[config.mk]
export PLATFORM = sky130hd
export DESIGN_NAME = oac_isqrt
export DESIGN_NICKNAME = d
export VERILOG_FILES = /design/src/rtl/oac_pkg.sv /design/src/rtl/oac_isqrt.sv
export SDC_FILE = /design/constraint.sdc
export NUM_CORES = 1
export LEC_CHECK = 0
export BUFFER_PORTS_ARGS = -buffer_cell sky130_fd_sc_hd__buf_2
export CAP_MARGIN = 40
export CORE_MARGIN = 2
export CORE_UTILIZATION = 50
export CTS_CLUSTER_SIZE = 8
export DETAILED_ROUTE_END_ITERATION = 10
export PLACE_DENSITY = 0.7
export SLEW_MARGIN = 20
export SYNTH_ARGS = -nofsm -noshare
export SYNTH_HDL_FRONTEND = slang
export SYNTH_SLANG_ARGS = --single-unit
[constraint.sdc]
create_clock -name clk -period 12.2 [get_ports clk]
set_clock_uncertainty 0.1 [all_clocks]
set_input_delay 1.22 -clock clk [delete_from_list [all_inputs] [get_ports clk]]
set_output_delay 1.22 -clock clk [all_outputs]
set_load 0.02 [all_outputs]
[src/rtl/oac_pkg.sv]
// ----------------------------------------------------------------------------
// Orbital anomaly converter package
// Shared types, fixed-point constants and the CORDIC angle table.
// ----------------------------------------------------------------------------
package oac_pkg;

  // Fixed-point formats
  localparam int ANGLE_FRAC_BITS = 28;
  localparam int UNIT_BITS       = 30;
  localparam int ECC_BITS        = 24;
  localparam int ECC_SHIFT       = ECC_BITS + UNIT_BITS - ANGLE_FRAC_BITS;
  localparam int HALF_E_SHIFT    = ANGLE_FRAC_BITS - ECC_BITS - 1;
  localparam int CORDIC_STEPS    = 30;

  // Angles in Q3.60 for the CORDIC, and the full turn in the Q3.28 output format
  localparam logic signed [63:0] TWO_PI_Q60  = 64'sh6487ED5110B4611A;
  localparam logic signed [63:0] PI_Q60      = 64'sh3243F6A8885A308D;
  localparam logic signed [63:0] HALF_PI_Q60 = 64'sh1921FB54442D1846;
  localparam logic [30:0]        TWO_PI_A    = 31'h6487ED51;

  // Configuration register indexes
  localparam logic REG_MAX_STEPS = 1'b0;
  localparam logic REG_TOLERANCE = 1'b1;

  // Conversion codes
  typedef enum logic [2:0] {
    OP_TRUE2ECC  = 3'd0,
    OP_TRUE2MEAN = 3'd1,
    OP_MEAN2ECC  = 3'd2,
    OP_MEAN2TRUE = 3'd3,
    OP_ECC2TRUE  = 3'd4,
    OP_ECC2MEAN  = 3'd5
  } opcode_t;

  // Command to the CORDIC unit
  typedef struct packed {
    logic start;
    logic vec_mode;
  } cordic_ctl_t;

  typedef logic [CORDIC_STEPS-1:0][63:0] atan_tab_t;

  // Round-half-up arithmetic right shift, for positive shift counts
  function automatic logic signed [63:0] shr_round_c(input logic signed [63:0] v,
                                                     input int n);
    return (v + (64'sd1 <<< (n - 1))) >>> n;
  endfunction

  // Restoring unsigned division, used only while building the constants
  function automatic logic [63:0] udiv_c(input logic [63:0] num, input logic [63:0] den);
    logic [63:0] quo;
    logic [64:0] rem;
    quo = '0;
    rem = '0;
    for (int i = 63; i >= 0; i--) begin
      rem = {rem[63:0], num[i]};
      if (rem >= {1'b0, den}) begin
        rem    = rem - {1'b0, den};
        quo[i] = 1'b1;
      end
    end
    return quo;
  endfunction

  // Bitwise integer square root of a 64-bit value
  function automatic logic [63:0] isqrt_c(input logic [63:0] v);
    logic [63:0] rem;
    logic [63:0] res;
    logic [63:0] bitm;
    rem  = v;
    res  = 64'd0;
    bitm = 64'd1 << 62;
    for (int i = 0; i < 32; i++) begin
      if (rem >= res + bitm) begin
        rem = rem - (res + bitm);
        res = (res >> 1) + bitm;
      end else begin
        res = res >> 1;
      end
      bitm = bitm >> 2;
    end
    return res;
  endfunction

  // atan(2^-i) in Q3.60, from the arctangent series evaluated in Q62
  function automatic atan_tab_t build_atan();
    atan_tab_t tab;
    longint sum;
    longint term;
    int ex;
    tab[0] = shr_round_c(PI_Q60, 2);
    for (int i = 1; i < CORDIC_STEPS; i++) begin
      sum = 0;
      for (int k = 0; k < 32; k++) begin
        ex = 62 - i * (2 * k + 1);
        if (ex >= 0) begin
          term = longint'(udiv_c(64'd1 << ex, 64'(2 * k + 1)));
          if ((k & 1) != 0) sum = sum - term;
          else sum = sum + term;
        end
      end
      tab[i] = shr_round_c(sum, 2);
    end
    return tab;
  endfunction

  // Reciprocal of the CORDIC gain in Q1.30
  function automatic logic [63:0] build_gain_inv();
    logic [63:0] g;
    g = 64'd1 << 60;
    for (int i = 0; i < CORDIC_STEPS; i++) g = g + (g >> (2 * i));
    return udiv_c(64'd1 << 60, isqrt_c(g));
  endfunction

  localparam atan_tab_t ATAN_TAB = build_atan();
  localparam logic signed [35:0] GAIN_INV = 36'(build_gain_inv());

endpackage

[src/rtl/oac_isqrt.sv]
// ----------------------------------------------------------------------------
// Orbital anomaly converter square root unit
// Digit-by-digit integer square root, one result bit per cycle.
// ----------------------------------------------------------------------------
module oac_isqrt (
  input  logic        clk,
  input  logic        rst,
  input  logic        start,
  input  logic [63:0] radicand,
  output logic        done,
  output logic [31:0] root
);
  import oac_pkg::*;

  logic [63:0] rem;
  logic [63:0] res;
  logic [63:0] bitm;
  logic        busy;
  logic [63:0] trial;

  assign trial = res + bitm;

  // One trial subtraction per cycle, from the top bit pair down
  always_ff @(posedge clk) begin
    if (rst) begin
      busy <= 1'b0;
      done <= 1'b0;
    end else begin
      done <= 1'b0;
      if (start) begin
        rem  <= radicand;
        res  <= '0;
        bitm <= 64'd1 << 62;
        busy <= 1'b1;
      end else if (busy) begin
        if (rem >= trial) begin
          rem <= rem - trial;
          res <= (res >> 1) + bitm;
        end else begin
          res <= res >> 1;
        end
        bitm <= bitm >> 2;
        if (bitm[0]) begin
          busy <= 1'b0;
          done <= 1'b1;
        end
      end
    end
  end

  assign root = res[31:0];

endmodule

==> flow_summary.ini <==
[routing]
via_count = 14550
wl_met3_mm = 2.404
wl_per_cell_um = 19.73
vias_per_cell = 6.276
highest_layer = met4
detail_route.wirelength.met1_mm = 18.98
first_pass_iters = 5
drtIter0Drc = 1109
drc = 0
wl_met2_mm = 22.64
postRouteAntennaNets = 0
wl_mm = 45.75

[worst_hold_path]
holdCritStartpoint = busy$_SDFF_PP0_
hold_path.class = reg2reg

[timing]
fmax_mhz = 143.9
finalSetupTns_ps = 0
fin_crit_sh_pct = 56.95
rsz0062_at_grt = no
setup_viol = 0
finalCriticalPeriod_ps = 6948
worst_slew_pin_slew_ps = 776.2
final_hold_viol_count = 0
maxSlewViolCount = 0
slew_headroom_pct = 47.94

[flow_run]
drv_cap = 0

[synthesis]
synthesis.instances = 1887
synth_top_area_share_pct = 30.10
ys_ff_latch = 162
ys_seq_area_share_pct = 30.35
synth_ff_type = edfxtp_1
synth_area_per_cell_um2 = 8.458
ys.warnings.count = 0
yosysTopAreaCell = edfxtp_1
yosys-top-cells-area = edfxtp_1 30%, ha_1 10%, xor2_1 4.9%, o21ai_0 4.9%, nand2_1 4.8%
synthDistinctLibCells = 83
synth_edf_count = 160
synth_fp_nets = 2085
synthArstFlopShare_pct = 0
synthesis.area_um2 = 15960

[final_layout]
utilization_pct = 54.47
area_delta_synth_final_pct = 7.424
antenna_cells = 0
nets = 2101
final_layout_size_suffix_gt1_share_pct = 10.28

[worst_setup_path]
crit_chain = ha_1 -> a31o_2 -> a31oi_1 -> nor4b_1 -> o21ai_0 -> a21oi_1 -> o211ai_1 -> a21oi_1 -> o21ai_0 -> xor2_1 -> ha_1 -> nand2_1 -> nor3_1 -> nand4_1 -> a2111oi_4 -> buf_4 -> or2_2 -> buf_4 -> a211oi_1 -> a31o_2
crit_start = res[2]$_SDFFCE_PP0P_
worstReg2RegStart = res[2]$_SDFFCE_PP0P_
worstPathMaxFanout = 30
start_kind = register
crit_buf_inv = 2
cp_slowest_cell = or2_2
max_stage_delay_ps = 550
required_ps = 12320
path_delay_family = compound AO/OA/AOI/OAI gates
end_kind = register
path_class = reg2reg
critical_path_arrival_ps = 7070

[clock_network]
ctsRootBufferMaster = clkbuf_16
cts-resized-gates = 0
cts_inserted_buffers = 17
cts_hold_buf = 0
post_cts_buffers = 0
clk_pin_slew_ps = 80
cts_sinks = 162
tritoncts = yes
htree_levels = 4
clkLatencyLatePin_ps = 470
cts_max_path_buffers = 2

[floorplanning]
die_h_um = 182.7
initial_core_util_pct = 50.71
coreArea_um2 = 31470
die_area_um2 = 33370
row_count = 65
io_pins = 100
die_x_um = 182.7

[power]
powerDensity_nw_per_um2 = 145.6
max-vdd-ir-drop_uv = 105.5
p_leak_nw = 6.531

[grt]
grt_pass1_wl_mm = 73.63
grt_use_total_pct = 27.69
grt_pass1_vias = 14240
grt_overflow = 0
grt_max_degree = 94
antenna_found_initial = 0

[placed_design]
dp_hpwl_mm = 34.70
place.port_buffers = 99
gp_congestion = 0.9435

[status]
status = finished clean
-- layer usage --
| metal | vias up | track usage (%) |
|---|---|---|
| met1 | 6892 | 33.64 |
| li1 | 7066 | - |
| met5 | - | 0 |
| met3 | 102 | 3.652 |
| met2 | 487 | 49.41 |
| met4 | 0 | 11.35 |
-- synthesized netlist by cell type, types with 7 or more instances --
cell type  instances
a211oi_1          23
a211oi_2          19
a21boi_0           8
a21o_1            45
a21oi_1          118
a311oi_1           8
a31o_2            10
a31oi_1           59
and2_1            17
and3_1            13
and4_1             9
buf_2              7
buf_4             34
clkbuf_1          68
edfxtp_1         160
ha_1             130
inv_1             39
nand2_1          206
nand2b_1          15
nand3_1           39
nand4_1           48
nor2_1           170
nor2b_1           47
nor3_1            42
nor4_1            10
o211ai_1          12
o21a_1            23
o21ai_0          156
o21bai_1          48
o22ai_1            7
o31ai_1           11
or3_1             18
xnor2_1           69
xor2_1            90
-- power by group --
group | switching (mW) | internal, mW
Clock | 0.283 | 0.295
Combinational | 0.703 | 0.445
Sequential | 0.0671 | 0.703
-- worst register-to-register path: stages, from the launching register on --
cell and delay (ps):
edfxtp_1 480, ha_1 420, a31o_2 200, a31oi_1 150, nor4b_1 540, o21ai_0 260
a21oi_1 300, o211ai_1 190, a21oi_1 350, o21ai_0 210, xor2_1 200, ha_1 400
nand2_1 130, nor3_1 350, nand4_1 260, a2111oi_4 370, buf_4 390, or2_2 560
buf_4 470, a211oi_1 150, a31o_2 240
-- final timing paths --
check,end,slack (ps),cells past startpoint
worst max-delay path,res[55]$_SDFFCE_PP0P_,5250,20
worst min register to register,done$_SDFF_PP0_,400,1
worst max register to register,res[55]$_SDFFCE_PP0P_,5250,20
worst min-delay path,done$_SDFF_PP0_,400,1
-- cell type report --
type	instances	area (um^2)
tap	402	503.0
timing repair buffer	112	651.9
clock buffer	17	425.4
clock inverter	15	183.9
multi-input combinational	1570	10390
sequential	162	4845
fill	2955	14330
inverter	40	150.1
-- through the flow --
step	area [um^2]	total power [mW]	setup WS, ps	std cells	hold WS, ps
2_1_floorplan	15960	1.657	755.9	1887	359.6
3_3_place_gp	16460	1.894	5530	2283	378.4
3_5_place_dp	16460	1.911	5389	2283	388.6
4_1_cts	17070	2.494	5365	2315	402.4
5_1_grt	17150	2.657	4847	2318	403.6
6_report	17150	2.497	5252	2318	398.4
-- logic make-up (layout without fill, tap and decap cells) --
group | count (synthesis) | after routing | share of synthesized area [%]
AOI/OAI and AO/OA | 617 | 617 | 25.97
DFF | 162 | 162 | 30.35
xor gates and xnor gates | 159 | 159 | 8.725
buffers and inverters | 155 | 184 | 4.688
and+or+nand+nor | 658 | 658 | 19.60
muxes | 5 | 5 | 0.3449
adders and majority gates | 131 | 131 | 10.32
-- cell usage in the layout (no fill, tap or decap), types with 6 or more instances in the layout --
| cell | n |
|---|---|
| xor2_1 | 90 |
| nor4_1 | 10 |
| and3_1 | 13 |
| nand3_1 | 39 |
| o211ai_1 | 12 |
| xnor2_1 | 69 |
| clkbuf_16 | 17 |
| nor2_1 | 169 |
| o31ai_1 | 11 |
| a21oi_1 | 118 |
| a211oi_1 | 23 |
| a311oi_1 | 8 |
| nand2b_1 | 15 |
| o21a_1 | 23 |
| a211oi_2 | 19 |
| a21o_1 | 45 |
| nor3_1 | 42 |
| nor2b_1 | 47 |
| nand4_1 | 48 |
| buf_4 | 10 |
| or3_1 | 18 |
| and4_1 | 9 |
| o22ai_1 | 7 |
| o21ai_0 | 156 |
| a21boi_0 | 7 |
| nand2_1 | 206 |
| inv_1 | 39 |
| ha_1 | 130 |
| buf_2 | 98 |
| edfxtp_1 | 160 |
| o31a_1 | 6 |
| a31oi_1 | 59 |
| o21bai_1 | 48 |
| a31o_2 | 10 |
| and2_1 | 17 |
-- sequential cells by signal (all words and copies together) (netlist names) --
register,cells
done,1
rem,64
busy,1
res,64
bitm,32
Note: power is estimated with default switching activity, not from simulation.
