### src/rtl/oac_pkg.sv
// ----------------------------------------------------------------------------
// Orbital anomaly converter package
// Shared types, fixed-point constants and the CORDIC angle table.
// ----------------------------------------------------------------------------
package oac_pkg;

  // Fixed-point formats
  localparam int ANGLE_FRAC_BITS = 28;
  localparam int UNIT_BITS       = 30;
  localparam int ECC_BITS        = 24;
  localparam int ECC_SHIFT       = ECC_BITS + UNIT_BITS - ANGLE_FRAC_BITS;
  localparam int HALF_E_SHIFT    = ANGLE_FRAC_BITS - ECC_BITS - 1;
  localparam int CORDIC_STEPS    = 30;

  // Angles in Q3.60 for the CORDIC, and the full turn in the Q3.28 output format
  localparam logic signed [63:0] TWO_PI_Q60  = 64'sh6487ED5110B4611A;
  localparam logic signed [63:0] PI_Q60      = 64'sh3243F6A8885A308D;
  localparam logic signed [63:0] HALF_PI_Q60 = 64'sh1921FB54442D1846;
  localparam logic [30:0]        TWO_PI_A    = 31'h6487ED51;

  // Configuration register indexes
  localparam logic REG_MAX_STEPS = 1'b0;
  localparam logic REG_TOLERANCE = 1'b1;

  // Conversion codes
  typedef enum logic [2:0] {
    OP_TRUE2ECC  = 3'd0,
    OP_TRUE2MEAN = 3'd1,
    OP_MEAN2ECC  = 3'd2,
    OP_MEAN2TRUE = 3'd3,
    OP_ECC2TRUE  = 3'd4,
    OP_ECC2MEAN  = 3'd5
  } opcode_t;

  // Command to the CORDIC unit
  typedef struct packed {
    logic start;
    logic vec_mode;
  } cordic_ctl_t;

  typedef logic [CORDIC_STEPS-1:0][63:0] atan_tab_t;

  // Round-half-up arithmetic right shift, for positive shift counts
  function automatic logic signed [63:0] shr_round_c(input logic signed [63:0] v,
                                                     input int n);
    return (v + (64'sd1 <<< (n - 1))) >>> n;
  endfunction

  // Restoring unsigned division, used only while building the constants
  function automatic logic [63:0] udiv_c(input logic [63:0] num, input logic [63:0] den);
    logic [63:0] quo;
    logic [64:0] rem;
    quo = '0;
    rem = '0;
    for (int i = 63; i >= 0; i--) begin
      rem = {rem[63:0], num[i]};
      if (rem >= {1'b0, den}) begin
        rem    = rem - {1'b0, den};
        quo[i] = 1'b1;
      end
    end
    return quo;
  endfunction

  // Bitwise integer square root of a 64-bit value
  function automatic logic [63:0] isqrt_c(input logic [63:0] v);
    logic [63:0] rem;
    logic [63:0] res;
    logic [63:0] bitm;
    rem  = v;
    res  = 64'd0;
    bitm = 64'd1 << 62;
    for (int i = 0; i < 32; i++) begin
      if (rem >= res + bitm) begin
        rem = rem - (res + bitm);
        res = (res >> 1) + bitm;
      end else begin
        res = res >> 1;
      end
      bitm = bitm >> 2;
    end
    return res;
  endfunction

  // atan(2^-i) in Q3.60, from the arctangent series evaluated in Q62
  function automatic atan_tab_t build_atan();
    atan_tab_t tab;
    longint sum;
    longint term;
    int ex;
    tab[0] = shr_round_c(PI_Q60, 2);
    for (int i = 1; i < CORDIC_STEPS; i++) begin
      sum = 0;
      for (int k = 0; k < 32; k++) begin
        ex = 62 - i * (2 * k + 1);
        if (ex >= 0) begin
          term = longint'(udiv_c(64'd1 << ex, 64'(2 * k + 1)));
          if ((k & 1) != 0) sum = sum - term;
          else sum = sum + term;
        end
      end
      tab[i] = shr_round_c(sum, 2);
    end
    return tab;
  endfunction

  // Reciprocal of the CORDIC gain in Q1.30
  function automatic logic [63:0] build_gain_inv();
    logic [63:0] g;
    g = 64'd1 << 60;
    for (int i = 0; i < CORDIC_STEPS; i++) g = g + (g >> (2 * i));
    return udiv_c(64'd1 << 60, isqrt_c(g));
  endfunction

  localparam atan_tab_t ATAN_TAB = build_atan();
  localparam logic signed [35:0] GAIN_INV = 36'(build_gain_inv());

endpackage

### src/rtl/oac_divider.sv
// ----------------------------------------------------------------------------
// Orbital anomaly converter divider
// Restoring unsigned divider, one quotient bit per cycle.
// ----------------------------------------------------------------------------
module oac_divider (
  input  logic        clk,
  input  logic        rst,
  input  logic        start,
  input  logic [62:0] dividend,
  input  logic [31:0] divisor,
  output logic        done,
  output logic [62:0] quotient
);
  import oac_pkg::*;

  logic [62:0] quo;
  logic [31:0] rem;
  logic [31:0] dvs;
  logic [5:0]  count;
  logic        busy;
  logic [32:0] shifted;
  logic        fits;

  assign shifted = {rem, quo[62]};
  assign fits    = shifted >= {1'b0, dvs};

  // Dividend bits shift out of the top while quotient bits shift in below
  always_ff @(posedge clk) begin
    if (rst) begin
      busy <= 1'b0;
      done <= 1'b0;
    end else begin
      done <= 1'b0;
      if (start) begin
        quo   <= dividend;
        rem   <= '0;
        dvs   <= divisor;
        count <= '0;
        busy  <= 1'b1;
      end else if (busy) begin
        rem   <= fits ? 32'(shifted - {1'b0, dvs}) : shifted[31:0];
        quo   <= {quo[61:0], fits};
        count <= count + 6'd1;
        if (count == 6'd62) begin
          busy <= 1'b0;
          done <= 1'b1;
        end
      end
    end
  end

  assign quotient = quo;

endmodule

### config.mk
export PLATFORM = sky130hd
export DESIGN_NAME = oac_divider
export DESIGN_NICKNAME = d
export VERILOG_FILES = /design/src/rtl/oac_pkg.sv /design/src/rtl/oac_divider.sv
export SDC_FILE = /design/constraint.sdc
export NUM_CORES = 1
export LEC_CHECK = 0
export ABC_CLOCK_PERIOD_IN_PS = 6290
export BUFFER_PORTS_ARGS = -buffer_cell sky130_fd_sc_hd__buf_2
export CORE_MARGIN = 10
export CORE_UTILIZATION = 55
export CTS_CLUSTER_DIAMETER = 60
export DETAILED_ROUTE_END_ITERATION = 8
export GPL_ROUTABILITY_DRIVEN = 0
export PLACE_DENSITY = 0.82
export SLEW_MARGIN = 40
export SYNTH_ARGS = -nofsm -noshare
export SYNTH_HDL_FRONTEND = slang
export SYNTH_SLANG_ARGS = --single-unit
### constraint.sdc
create_clock -name clk -period 6.29 [get_ports clk]
set_input_delay 0.629 -clock clk [delete_from_list [all_inputs] [get_ports clk]]
set_output_delay 0.629 -clock clk [all_outputs]
set_load 0.05 [all_outputs]
==> flow_summary.json, run 1 <==
{
  "synth-xor-area-share_pct": 3.86,
  "cts_tree": "yes",
  "synthMuxAreaShare_pct": 13.1,
  "worst_hold_path.num_cells": 1,
  "ioPinCount": 162,
  "synth.net_count": 710,
  "holdPathEnd": "dvs[6]$_DFFE_PP_",
  "portBuffers": 161,
  "grt_pass1_vias": 5668,
  "via_per_inst": 5.67,
  "drc_errors": 0,
  "grt_max_degree": 86,
  "h-tree-depth": 4,
  "numCtsBuffers": 17,
  "cp_slowest_cell": "o211ai_4",
  "cts_resized": 0,
  "synth_cell_types": 52,
  "setup_viol": 0,
  "design_power_total_mw": 2.68,
  "grtUsageMet3_pct": 11.6,
  "synth_most_common_cell": "edfxtp_1",
  "areaGrowthSynthToFinish_pct": 21.2,
  "cts.sinks": 135,
  "min-delay-path-class": "in2reg",
  "clock-skew-final_ns": 0.0113,
  "run_status": "completed",
  "ys_seq_area_share_pct": 55.6,
  "dr.pass1.iters": 7,
  "yosysTopAreaCell": "edfxtp_1",
  "crit_family": "compound AO/OA/AOI/OAI gates",
  "clk_latency_ns": 0.42,
  "fmax_ghz": 0.293,
  "core_um2": 12800,
  "path_buf_inv": 1,
  "rsz0062_at_grt": "false",
  "synth_ff_type": "edfxtp_1",
  "synth-simple-area-share_pct": 8.07,
  "path_clk_slew_ns": 0.06,
  "synthTopCellsByArea": "edfxtp_1, mux2_2, ha_1",
  "power_density_nw_per_um2": 305,
  "synth-compound-area-share_pct": 9.47,
  "cp_slowest_stage_delay_ns": 0.59,
  "slew_violations": 0,
  "final_util_pct": 68.8,
  "vias": 5265,
  "fin_tns_setup_ns": 0,
  "antenna_found_initial": 9,
  "finalHoldViolCount": 0,
  "drt_iter0_markers": 450,
  "busiest_layer": "met2",
  "crit_type": "reg2reg",
  "postCtsSetupBuffers": 0,
  "syn_avg_cell_area_um2": 12.6,
  "crit_path_start_kind": "flop",
  "synth_fa_ha_area_share_pct": 6.14,
  "synth_top_cell_area_share_pct": 55.1,
  "syn-cell-area_um2": 7250,
  "die_h_um": 135,
  "arrival_ns": 3.56,
  "synth_edf_count": 133,
  "postRouteAntennaNets": 0,
  "dp_hpwl_um": 13100,
  "clockBufferDepth": 2,
  "worst_r2r_path_depth": 11,
  "drive_gt1_share_pct": 35.7,
  "syn_inst": 577,
  "chipWidth_um": 135,
  "hold_buffers": 0,
  "r2r_start": "rem[4]$_SDFFCE_PP0P_",
  "path_max_fanout": 20,
  "wl_per_cell_um": 19.0,
  "whs_ns": 0.380,
  "async_reset_ff_share_pct": 0,
  "r2r_setup_slack_ns": 2.87,
  "synth_warnings": 0,
  "synthTopCellsByCount": "edfxtp_1, mux2_2, nor2_1, inv_1, a21oi_1",
  "clock-root-buffer": "clkbuf_16",
  "r2r-end": "rem[7]$_SDFFCE_PP0P_",
  "dieArea_um2": 18200,
  "min-delay-start": "divisor[6]",
  "period_minus_slack_ns": 3.42,
  "slew_headroom_pct": 49.0,
  "worst_ep_required_time_ns": 6.43,
  "ir_drop_v": 0.000201,
  "grtUsageTotal_pct": 19.7,
  "grt_util_met2_pct": 32.7,
  "crit_chain": "ha_1, and3_1, nand4_1, a21oi_2, nor3_2, o21ai_2, o221ai_2, o211ai_4, buf_4, mux2i_1, nor2_1",
  "critPathCaptureType": "flop",
  "synth_top_family_by_area": "multiplexers",
  "worstMarginPinSlew_ns": 0.765,
  "post-route-period-util_pct": 54.3,
  "start_util_pct": 56.8,
  "grt_overflow": 0,
  "fin_nets": 871,
  "maxCapViolCount": 0,
  "rows": 41,
  "grtUsageMet1_pct": 21.1,
  "grt_pass1_wl_um": 28600,
  "wl_um": 17600,
  "ys_ff_latch": 135,
  "p_leak_nw": 3.73
}
## placed cells by master, fill, tap and decap left out, types with 3 or more instances in the layout
| master | instances |
|---|---|
| mux2i_1 | 24 |
| inv_6 | 5 |
| mux2_2 | 63 |
| and2_1 | 3 |
| o21bai_1 | 7 |
| a21oi_1 | 36 |
| nor3_1 | 4 |
| a21o_1 | 13 |
| and3_1 | 6 |
| xor2_1 | 8 |
| nand4_1 | 11 |
| o21a_1 | 5 |
| o211a_1 | 3 |
| buf_4 | 3 |
| o21ai_0 | 9 |
| nor2b_1 | 3 |
| o211ai_1 | 3 |
| edfxtp_1 | 133 |
| ha_1 | 34 |
| nor4_1 | 4 |
| buf_2 | 160 |
| o31ai_1 | 3 |
| xnor2_1 | 24 |
| diode_2 | 5 |
| o21ai_1 | 5 |
| nor2_1 | 47 |
| a31oi_1 | 3 |
| inv_1 | 41 |
| nand3_1 | 16 |
| clkbuf_16 | 17 |
| nand2_1 | 18 |
| clkinvlp_4 | 4 |
## cells by family after synthesis
kind of cell    Yosys count
compound gates          102
xor+xnor                 32
fa+ha+maj                35
buf+inv                  64
flops                   135
mux                      87
simple gates            122
## metrics by stage
stage          area, um^2  cells  worst slack, ns
6_report             8790    928             2.87
5_1_grt              8780    925             2.61
4_1_cts              8770    923             2.85
3_5_place_dp         8210    891             2.85
3_3_place_gp         8210    891             3.00
2_1_floorplan        7250    577            0.531
## worst max path at each step
stage	start	to	slack [ns]	cells after the start
final	rem[4]$_SDFFCE_PP0P_	rem[7]$_SDFFCE_PP0P_	2.87	11
after global routing	rem[4]$_SDFFCE_PP0P_	rem[8]$_SDFFCE_PP0P_	2.61	11
after CTS	rem[2]$_SDFFCE_PP0P_	rem[4]$_SDFFCE_PP0P_	2.85	11
after detailed placement	rem[2]$_SDFFCE_PP0P_	rem[4]$_SDFFCE_PP0P_	2.85	11
after global placement	rem[4]$_SDFFCE_PP0P_	rem[3]$_SDFFCE_PP0P_	3.00	11
after floorplan	start	count[0]$_SDFFCE_PP0P_	0.53	3
## metal layers
layer	vias up	part of all wire [%]	wire [um]
met3	25	11	1970
met5	-	0.31	55
met2	209	50	8710
met1	2540	38	6700
li1	2483	-	-
met4	8	0.85	149
## flip-flops by register name, summed over array words and instances (netlist names)
name      cells
quotient     63
count         6
done          1
rem          32
busy          1
dvs          32
## final cells by class
class	instances	area [um^2]
antenna	5	12.5
clock buffer	19	433
clock inverter	13	121
fill	911	3990
inverter	41	154
multi-input combinational	378	2970
sequential	135	4030
tap	172	215
timing repair buffer	165	846
## power breakdown
part | internal (mW) | switching [mW]
sequential | 1.08 | 0.0353
combinational | 0.243 | 0.384
clock | 0.548 | 0.392
total | 1.87 | 0.811
Power figures use the tool's default switching activity.
==> inputs of run 2 (changes only) <==
--- a/config.mk
+++ b/config.mk
@@ -5,14 +5,14 @@
 export SDC_FILE = /design/constraint.sdc
 export NUM_CORES = 1
 export LEC_CHECK = 0
-export ABC_CLOCK_PERIOD_IN_PS = 6290
+export ABC_CLOCK_PERIOD_IN_PS = 2900
 export BUFFER_PORTS_ARGS = -buffer_cell sky130_fd_sc_hd__buf_2
 export CORE_MARGIN = 10
-export CORE_UTILIZATION = 55
+export CORE_UTILIZATION = 50
 export CTS_CLUSTER_DIAMETER = 60
 export DETAILED_ROUTE_END_ITERATION = 8
 export GPL_ROUTABILITY_DRIVEN = 0
-export PLACE_DENSITY = 0.82
+export PLACE_DENSITY = 0.79
 export SLEW_MARGIN = 40
 export SYNTH_ARGS = -nofsm -noshare
 export SYNTH_HDL_FRONTEND = slang
==> constraint.sdc (replaced) <==
create_clock -name clk -period 2.9 [get_ports clk]
set_input_delay 0.29 -clock clk [delete_from_list [all_inputs] [get_ports clk]]
set_output_delay 0.29 -clock clk [all_outputs]
set_load 0.05 [all_outputs]
==> run 2 against run 1 <==
  * Die area up 8.5%
  * Via count increased by 0.21%
  * Wire length is 4.0% higher
  * Combinational power grew 140%
  * Utilization decreased by 2.8 points
  * Hold slack worse by 0.34 ns
  * Global-route usage shrank 1.8 points
  * Clock power increased to 2.5 times the previous value
  * Setup slack lost 2.8 ns
  * Sequential share of layout area shrank 2.3 points
  * Critical endpoint is now rem[14]$_SDFFCE_PP0P_
==> flow_summary.json, run 2 (same netlist as run 1, synthesis figures left out) <==
{
  "run_status": "completed",
  "grt_pass1_wl_um": 28700,
  "largest_register_ff_count": 63,
  "clock-root-buffer": "clkbuf_16",
  "dr_wl_met2_um": 8770,
  "clk_latency_ns": 0.43,
  "start_util_pct": 51.6,
  "dieArea_um2": 19700,
  "wl_per_cell_um": 19.2,
  "postRouteAntennaNets": 0,
  "ir_drop_v": 0.000687,
  "power_density_nw_per_um2": 682,
  "p_leak_nw": 3.90,
  "slew_violations": 0,
  "r2r_setup_slack_ns": 0.12,
  "areaGrowthSynthToFinish_pct": 27.7,
  "num-fill-cells": 1051,
  "dp_hpwl_um": 13000,
  "die_h_um": 140,
  "critPathCaptureType": "flop",
  "finalNonFillerCells": 952,
  "arrival_ns": 2.94,
  "vias": 5276,
  "crit_type": "reg2reg",
  "cp_slowest_cell": "edfxtp_1",
  "cts.sinks": 135,
  "rows": 43,
  "multiInputGateArea_um2": 3120,
  "top_layer_used": "met5",
  "seq_area_um2": 4030,
  "final_common_cell": "buf_2",
  "grt_overflow": 0,
  "grt_max_degree": 84,
  "drive_gt1_share_pct": 40.3,
  "via_per_inst": 5.54,
  "path_max_fanout": 8,
  "wl_um": 18300,
  "post-route-period-util_pct": 95.9,
  "cp_common_cell": "buf_12",
  "clockBufferDepth": 2,
  "crit_path_start_kind": "flop",
  "slew_headroom_pct": 55.8,
  "numCtsBuffers": 17,
  "grtUsageTotal_pct": 17.9,
  "worstMarginPinSlew_ns": 0.663,
  "fin_nets": 890,
  "wl_met3_um": 1820,
  "fmax_ghz": 0.360,
  "crit_chain": "inv_1, ha_1, nor2b_1, o21bai_1, a21oi_2, nor3_2, o21ai_2, o221ai_2, o211ai_4, buf_12, buf_12, mux2i_2, nor2_1",
  "drc_errors": 0,
  "worst_ep_required_time_ns": 3.06,
  "drt-met1-wl_um": 7490,
  "dr.pass1.iters": 4,
  "portBuffers": 161,
  "drt_iter0_markers": 326,
  "period_minus_slack_ns": 2.78,
  "path_clk_slew_ns": 0.06,
  "min-delay-path-class": "in2reg",
  "design_power_total_mw": 6.32,
  "grt_pass1_vias": 5589,
  "antenna_found_initial": 2,
  "dp.cells": 908,
  "maxCapViolCount": 0,
  "setup_viol": 0,
  "ioPinCount": 162,
  "cts_tree": "yes",
  "cp_slowest_stage_delay_ns": 0.42,
  "layout_common_cells": "buf_2, edfxtp_1, mux2_2, nor2_1, inv_1",
  "chipWidth_um": 140,
  "finalHoldViolCount": 0,
  "h-tree-depth": 4,
  "clock-skew-final_ns": 0.0183,
  "core_um2": 14000
}
[run 2: changes by cell type in the layout (fill, tap and decap cells not counted), moves of 2 or more]
cell and change:
mux2i_1 -2, diode_2 -3, mux2i_2 +2, buf_4 +13, ha_4 +9, inv_8 +4
clkbuf_16 +2, clkinvlp_4 -3, inv_6 -2, ha_2 +3, ha_1 -12, bufinv_16 +3
buf_12 +5
[run 2: final cells by class]
type / instances / share of cell area [%]
multi-input cells: 378 / 33.7
clock inverters: 14 / 2.30
flip-flops and latches: 135 / 43.6
well taps: 180 / 2.43
repair buffers: 184 / 11.7
clock buffers: 18 / 4.63
diodes: 2 / 0.0540
inverters: 41 / 1.66
[run 2: repair_timing]
item / 4_1_cts / 5_1_grt
endpoints found under the setup margin: 0 / 29
resized for setup: 0 / 26
setup buffers: 0 / 8
hold buffers: 0 / 0
[run 2: path summary, 6_finish.rpt]
kind,startpoint,endpoint,cells past startpoint
setup reg to reg,dvs[1]$_DFFE_PP_,rem[14]$_SDFFCE_PP0P_,13
setup / recovery,dvs[1]$_DFFE_PP_,rem[14]$_SDFFCE_PP0P_,13
hold / removal,divisor[24],dvs[24]$_DFFE_PP_,1
hold reg to reg,busy$_SDFF_PP0_,done$_SDFF_PP0_,1
[run 2: stage by stage]
step	instance area [um^2]	setup slack [ns]	hold WS, ns	setup TNS, ns	utilization (%)
after CTS	8990	0.0144	0.0261	0	64.0
after floorplan	7280	-0.0664	0.369	-0.143	-
after global placement	8350	0.106	0.468	0	59.5
final	9260	0.119	0.0358	0	65.9
after detailed placement	8350	0.0590	0.468	0	59.5
after global routing	9260	-0.0987	0.0225	-1.07	65.9
[run 2: metal layers]
layer / up-vias / track usage [%]
met5: - / 0
met4: 2 / 4.95
met3: 17 / 8.82
met2: 184 / 28.7
met1: 2539 / 20.7
li1: 2534 / -
[run 2: power by group]
| group | switching [mW] | internal (mW) |
|---|---|---|
| sequential | 0.0822 | 2.35 |
| combinational | 0.872 | 0.647 |
| clock | 0.899 | 1.47 |
| total | 1.85 | 4.46 |
[run 2: critical path: cells and delay by family (launching register included)]
| family | cells | cell delay (ns) |
|---|---|---|
| adders and majority gates | 1 | 0.29 |
| DFF | 1 | 0.42 |
| AOI/OAI and AO/OA | 5 | 0.88 |
| muxes | 1 | 0.22 |
| and+or+nand+nor | 3 | 0.33 |
| buffers and inverters | 3 | 0.37 |
==> inputs of run 3 (changes only) <==
--- a/config.mk
+++ b/config.mk
@@ -7,6 +7,7 @@
 export LEC_CHECK = 0
 export ABC_CLOCK_PERIOD_IN_PS = 2900
 export BUFFER_PORTS_ARGS = -buffer_cell sky130_fd_sc_hd__buf_2
+export CORE_ASPECT_RATIO = 1.2
 export CORE_MARGIN = 10
 export CORE_UTILIZATION = 50
 export CTS_CLUSTER_DIAMETER = 60
==> run 3 against run 2 <==
  * Utilization is 2.1 points lower
  * Clock power shrank 14%
  * Wire length shrank 1.9%
  * Via count is 1.1% higher
  * Cell count down 0.95%
  * Global-route usage grew 0.16 points
  * Critical path depth shrank 2
  * Fmax decreased by 1.9%
  * Sequential power about the same
  * Setup slack got worse by 0.054 ns
  * Register-to-register slack worse by 0.05 ns
  * Flip-flop and latch count stayed put
  * Highest routed layer is now met4
==> flow_summary.json, run 3 (same netlist as run 1, synthesis figures left out) <==
{
  "ir_drop_v": 0.000397,
  "chipWidth_um": 130,
  "grt_max_degree": 57,
  "cp_slowest_stage_delay_ns": 0.44,
  "maxCapViolCount": 0,
  "clock-skew-final_ns": 0.00770,
  "crit_type": "reg2reg",
  "vias": 5332,
  "core_um2": 14300,
  "grtUsageTotal_pct": 18.0,
  "post-route-period-util_pct": 97.8,
  "worstMarginPinSlew_ns": 0.568,
  "crit_path_start_kind": "flop",
  "h-tree-depth": 4,
  "slew_violations": 0,
  "clockBufferDepth": 2,
  "dr.pass1.iters": 5,
  "die_h_um": 152,
  "dp_hpwl_um": 12800,
  "path_buf_inv": 2,
  "path_clk_slew_ns": 0.06,
  "dieArea_um2": 19700,
  "p_leak_nw": 3.85,
  "worst_ep_required_time_ns": 3.07,
  "portBuffers": 161,
  "num-fill-cells": 1114,
  "clk_latency_ns": 0.42,
  "wl_per_cell_um": 19.0,
  "period_minus_slack_ns": 2.84,
  "crit_chain": "ha_4, a21o_1, a31oi_2, a21oi_2, nor3_4, o21ai_2, o221ai_2, o211ai_4, buf_12, clkbuf_16, mux2_2",
  "grt_overflow": 0,
  "drt_iter0_markers": 382,
  "ioPinCount": 162,
  "fmax_ghz": 0.353,
  "cp_slowest_cell": "edfxtp_1",
  "grt_pass1_vias": 5662,
  "min-delay-path-class": "in2reg",
  "drive_gt1_share_pct": 40.1,
  "antenna_cells": 0,
  "fin_nets": 889,
  "dp.cells": 903,
  "arrival_ns": 3.00,
  "clock-root-buffer": "clkbuf_16",
  "path_max_fanout": 12,
  "finalNonFillerCells": 943,
  "critPathCaptureType": "flop",
  "cts_tree": "yes",
  "start_util_pct": 50.7,
  "run_status": "completed",
  "numCtsBuffers": 17,
  "grt_pass1_wl_um": 28300,
  "drc_errors": 0,
  "wl_um": 17900,
  "rsz0062_at_grt": "true",
  "final_common_cell": "buf_2",
  "layout_common_cells": "buf_2, edfxtp_1, mux2_2, nor2_1, inv_1",
  "slew_headroom_pct": 62.1,
  "postRouteAntennaNets": 0,
  "areaGrowthSynthToFinish_pct": 25.9,
  "final_util_pct": 63.9,
  "largest_register_ff_count": 63,
  "finalHoldViolCount": 0,
  "crit_family": "compound AO/OA/AOI/OAI gates",
  "setup_viol": 0,
  "via_per_inst": 5.65,
  "rows": 48,
  "power_density_nw_per_um2": 653,
  "cts.sinks": 135,
  "antenna_found_initial": 0
}
run 3: changes by cell type in the layout (fill, tap and decap cells not counted), sizes merged:
cell      before  now
clkinvlp       1    4
bufinv         4    1
diode          2    0
clkinv         2    4
buf          182  181
inv           48   45
run 3: through the flow:
stage	power [mW]	setup slack [ns]	setup TNS, ns	hold slack, ns	instance area (um^2)
3_3_place_gp	3.79	0.0684	0	0.470	8320
2_1_floorplan	3.50	-0.0664	-0.143	0.369	7280
3_5_place_dp	3.84	-0.0116	-0.0158	0.468	8320
6_report	5.97	0.0647	0	0.0436	9130
5_1_grt	6.24	-0.0543	-0.156	0.0208	9130
4_1_cts	5.90	0.0344	0	0.0257	8870
run 3: worst paths after layout:
kind | startpoint | endpoint | slack [ns] | depth (start not counted)
setup / recovery | rem[3]$_SDFFCE_PP0P_ | quotient[0]$_DFFE_PP_ | 0.06 | 11
hold / removal | divisor[14] | dvs[14]$_DFFE_PP_ | 0.04 | 1
setup reg to reg | rem[3]$_SDFFCE_PP0P_ | quotient[0]$_DFFE_PP_ | 0.06 | 11
hold reg to reg | busy$_SDFF_PP0_ | done$_SDFF_PP0_ | 0.49 | 1
run 3: worst reg2reg max path, stage by stage (launching register included):
cell       delay (ns)
edfxtp_1         0.44
ha_4             0.29
a21o_1           0.21
a31oi_2          0.23
a21oi_2          0.12
nor3_4           0.24
o21ai_2          0.11
o221ai_2         0.23
o211ai_4         0.13
buf_12           0.16
clkbuf_16        0.16
mux2_2           0.26
run 3: where the power goes:
group | internal [mW] | switching (mW)
clock | 1.18 | 0.857
combinational | 0.631 | 0.872
sequential | 2.34 | 0.0791
run 3: layout make-up:
class / instances / area [um^2] / area share (%)
flip-flops and latches: 135 / 4030 / 44.2
clock buffers: 18 / 429 / 4.70
inverters: 41 / 154 / 1.69
clock inverters: 13 / 123 / 1.34
well taps: 175 / 219 / 2.40
repair buffers: 183 / 1060 / 11.6
multi-input cells: 378 / 3120 / 34.1
run 3: metal layers:
layer  vias to the layer above  GRT usage (%)  share of wire [%]
met5                         -              0                  0
met1                      2559           19.3                 37
li1                       2520              -                  -
met3                        31           9.40                 10
met2                       222           29.6                 50
met4                         0           6.49                1.9
run 3: timing repair:
item	in CTS	in global routing
cloned	0	2
pin swaps	0	12
endpoints found under the setup margin	3	33
hold buffers	0	0
setup buffers	0	7
resized for setup	1	25
